$ cat src/hw/rtl/pip_ram.sv
// Generic single-port-write, single-port-read RAM with registered read data.
module pip_ram #(
    parameter int WIDTH = 32,
    parameter int DEPTH = 64,
    localparam int AW = (DEPTH > 1) ? $clog2(DEPTH) : 1
) (
    input  logic             clk,
    input  logic             we,
    input  logic [AW-1:0]    waddr,
    input  logic [WIDTH-1:0] wdata,
    input  logic [AW-1:0]    raddr,
    output logic [WIDTH-1:0] rdata
);

    logic [WIDTH-1:0] mem_reg [DEPTH];
    logic [WIDTH-1:0] rdata_reg;

    // Write one entry and read one entry, with the read data registered
    always_ff @(posedge clk)
    begin
        if (we)
        begin
            mem_reg[waddr] <= wdata;
        end
        rdata_reg <= mem_reg[raddr];
    end

    assign rdata = rdata_reg;

endmodule

$ cat config.mk
export PLATFORM = sky130hd
export DESIGN_NAME = pip_ram
export DESIGN_NICKNAME = d
export VERILOG_FILES = /design/src/hw/rtl/pip_ram.sv
export SDC_FILE = /design/constraint.sdc
export NUM_CORES = 2
export LEC_CHECK = 0
export BUFFER_PORTS_ARGS = -buffer_cell sky130_fd_sc_hd__buf_2
export CAP_MARGIN = 20
export CORE_AREA = 3 3 328 492
export DETAILED_ROUTE_END_ITERATION = 8
export DIE_AREA = 0 0 331 495
export HOLD_SLACK_MARGIN = 0.05
export PLACE_DENSITY = 0.7
export RECOVER_POWER = 50
export SETUP_SLACK_MARGIN = 0.5
export SYNTH_ARGS = -nofsm -noshare
export SYNTH_HDL_FRONTEND = slang
export SYNTH_SLANG_ARGS = --single-unit
$ cat constraint.sdc
create_clock -name clk -period 3.87 [get_ports clk]
set_input_delay 0.774 -clock clk [delete_from_list [all_inputs] [get_ports clk]]
set_output_delay 0.774 -clock clk [all_outputs]
set_load 0.005 [all_outputs]
==> run_results.csv <==
group,metric,value,unit
power,leakagePower,27.7,nW
cells_and_area,largest_register_ffs,2048,
floorplan,num_rows,178,
floorplan,die_h,495,um
setup_path,crit_top_cell,"clkbuf_1",
synth,synth_cell_types,34,
setup_path,cp_slowest_cell,"nor2_1",
synth,synth.top_cell.area_share,78.3,%
clocking,root_buffer,"clkbuf_16",
global_route,grt_max_degree,65,
sta,finalClockSkew,0.0272,ns
cells_and_area,syn2layout_area_growth,13.5,%
setup_path,end_kind,"flip-flop",
global_route,grt_pass1_vias,37963,
route,drtIter0Drc,4539,
route,antenna_left,0,
sta,fmax,303,MHz
route,vias,37293,
sta,fin_ws,0.574,ns
power,vdd_drop_max,0.469,mV
synth,syn_nets,3370,
place,portBuffers,77,
synth,netlist_area,78500,sq um
setup_path,setup.worst_path.start,"we",
setup_path,r2r_start,"mem_reg[47][0]",
route,dr.pass1.iters,6,
sta,rsz0062_at_grt,"false",
synth,synth-main-ff-cell,"edfxtp_1",
floorplan,initial_core_util,49.9,%
synth,yosysMostFrequentCell,"edfxtp_1",
floorplan,core_area,157000,sq um
setup_path,path_class,"input port to flip-flop",
place,gp_congestion,0.850,
setup_path,crit_fanout,18,
sta,period_share,85.2,%
cells_and_area,stdcell_count,5873,
synth,synth_cells,3324,
synth,ys_seq_area_share,79.1,%
sta,worst_slew_pin_slew,3.09,ns
synth,synth.area.top_cells,"edfxtp_1 78%, mux4_2 16%, mux2i_1 1.2%",
synth,yosys.area.top_type,"edfxtp_1",
synth,yosys-top-cells-count,"2048 x edfxtp_1, 544 x mux4_2, 137 x nor2_1",
floorplan,die_x,331,um
place,pre_cts_ws,0.171,ns
cells_and_area,drive_gt1_share,29.3,%
cells_and_area,final_core_util,56.7,%
clocking,cts_num_sinks,2080,
run_status,status,"finished with violations",
setup_path,crit_path_start_kind,"input port",
global_route,antenna_found_initial,16,
route,drc,0,
setup_path,critical_path.max_stage_delay,1.75,ns
synth,yosys_warnings,0,
clocking,numCtsBuffers,176,
floorplan,die_area,164000,sq um
clocking,clock_latency,0.81,ns
synth,ys_seq_elements,2080,
route,postRouteWirelength,200000,um
worst_hold_path,hold_path_startpoint,"wdata[6]",
route,wl_per_cell,34.1,um
setup_path,cp_cell_sequence,"clkbuf_1, nand4_1, clkbuf_1, nor2_1, buf_12",
setup_path,rrSetupSlack,1.55,ns
power,power,0.0451,W
place,placed_cells,5531,
power,p_per_area,506,nW/um^2
clocking,h-tree-depth,4,
clocking,cts.clk_slew.worst_paths,0.07,ns
cells_and_area,nets,3691,
clocking,clk_path_buf_depth,3,
global_route,overflow,0,
clocking,postCtsSetupBuffers,0,
sta,final.min_clock_period,3.30,ns
synth,async_flop_share,0,%
clocking,cts_tree,"built",
sta,max-slew-margin-rel,-106,%
sta,drv_slew,1448,
clocking,post_cts_resized,0,
clocking,ctsHoldBuffers,0,
run_status,violations,"capacitance limit, slew limit",
route,viasPerCell,6.35,
sta,hold_violations,0,
global_route,grt_pass1_wl,283000,um
floorplan,io_pins,78,
synth,synth.avg_cell_area,23.6,sq um
setup_path,crit_family,"simple AND/OR/NAND/NOR gates",
run,cap_viol_max_count,36,
sta,tns,0,ns
global_route,grt_use_total,24.9,%
setup_path,cp_data_arrival_time,3.78,ns
place,dpl.hpwl,119000,um
setup_path,required,4.35,ns
synth,synth_edf_count,2048,
sta,setup-violations-final,0,
setup_path,path_buf_inv,3,
worst_hold_path,hp-class,"input port to flip-flop",
[worst register-to-register path, stage by stage (launching register included)]
cell      delay (ns)
edfxtp_1        0.37
mux4_2          0.49
mux4_2          0.62
o22ai_1         0.54
nor2_1          0.15
[layer usage]
layer / GRT usage (%) / wire length, um / vias to the layer above
li1: - / - / 14906
met1: 31.4 / 69000 / 20073
met2: 41.7 / 103000 / 1919
met3: 4.74 / 17200 / 387
met4: 12.1 / 11300 / 8
met5: 0 / 58 / -
[cells in the final DEF (no fill, tap or decap), drive strengths merged, types with 26 or more instances in the layout]
cell	n
a21oi	62
buf	250
clkbuf	313
clkinv	66
dfxtp	32
edfxtp	2048
mux2i	93
mux4	544
nand2	26
nor2	137
o221ai	27
o22ai	84
[report_power, final]
group / internal, W / switching (W)
combinational: 0.000907 / 0.00156
clock: 0.00969 / 0.00784
sequential: 0.0250 / 0.000119
[final timing paths]
kind / end / cells past startpoint
worst max-delay path: mem_reg[47][23] / 5
worst min-delay path: mem_reg[42][6] / 1
worst max register to register: rdata[0] / 4
worst min register to register: rdata[17] / 4
[through the flow]
step                hold WS, ns  area, sq um
floorplan                 0.663        78500
global placement          0.746        83600
detailed placement        0.754        83600
CTS                       0.407        89300
global route              0.349        89100
finish                    0.356        89100
[final cells by class]
class	count	area (sq um)
Antenna cell	8	20.0
Timing Repair Buffer	325	2720
Sequential cell	2080	62100
Tap cell	2070	2590
Clock buffer	238	4840
Clock inverter	90	842
Fill cell	11333	68100
Multi-Input combinational cell	1062	15900
[cell families (layout without fill, tap and decap cells)]
group	Yosys count	in the layout	synth area share (%)
AND/OR/NAND/NOR	223	223	1.27
flip-flops	2080	2080	79.1
buffers and inverters	182	653	1.13
AO/OA/AOI/OAI	202	202	1.67
multiplexers	637	637	16.8
other	0	8	0
Power figures use the tool's default switching activity.
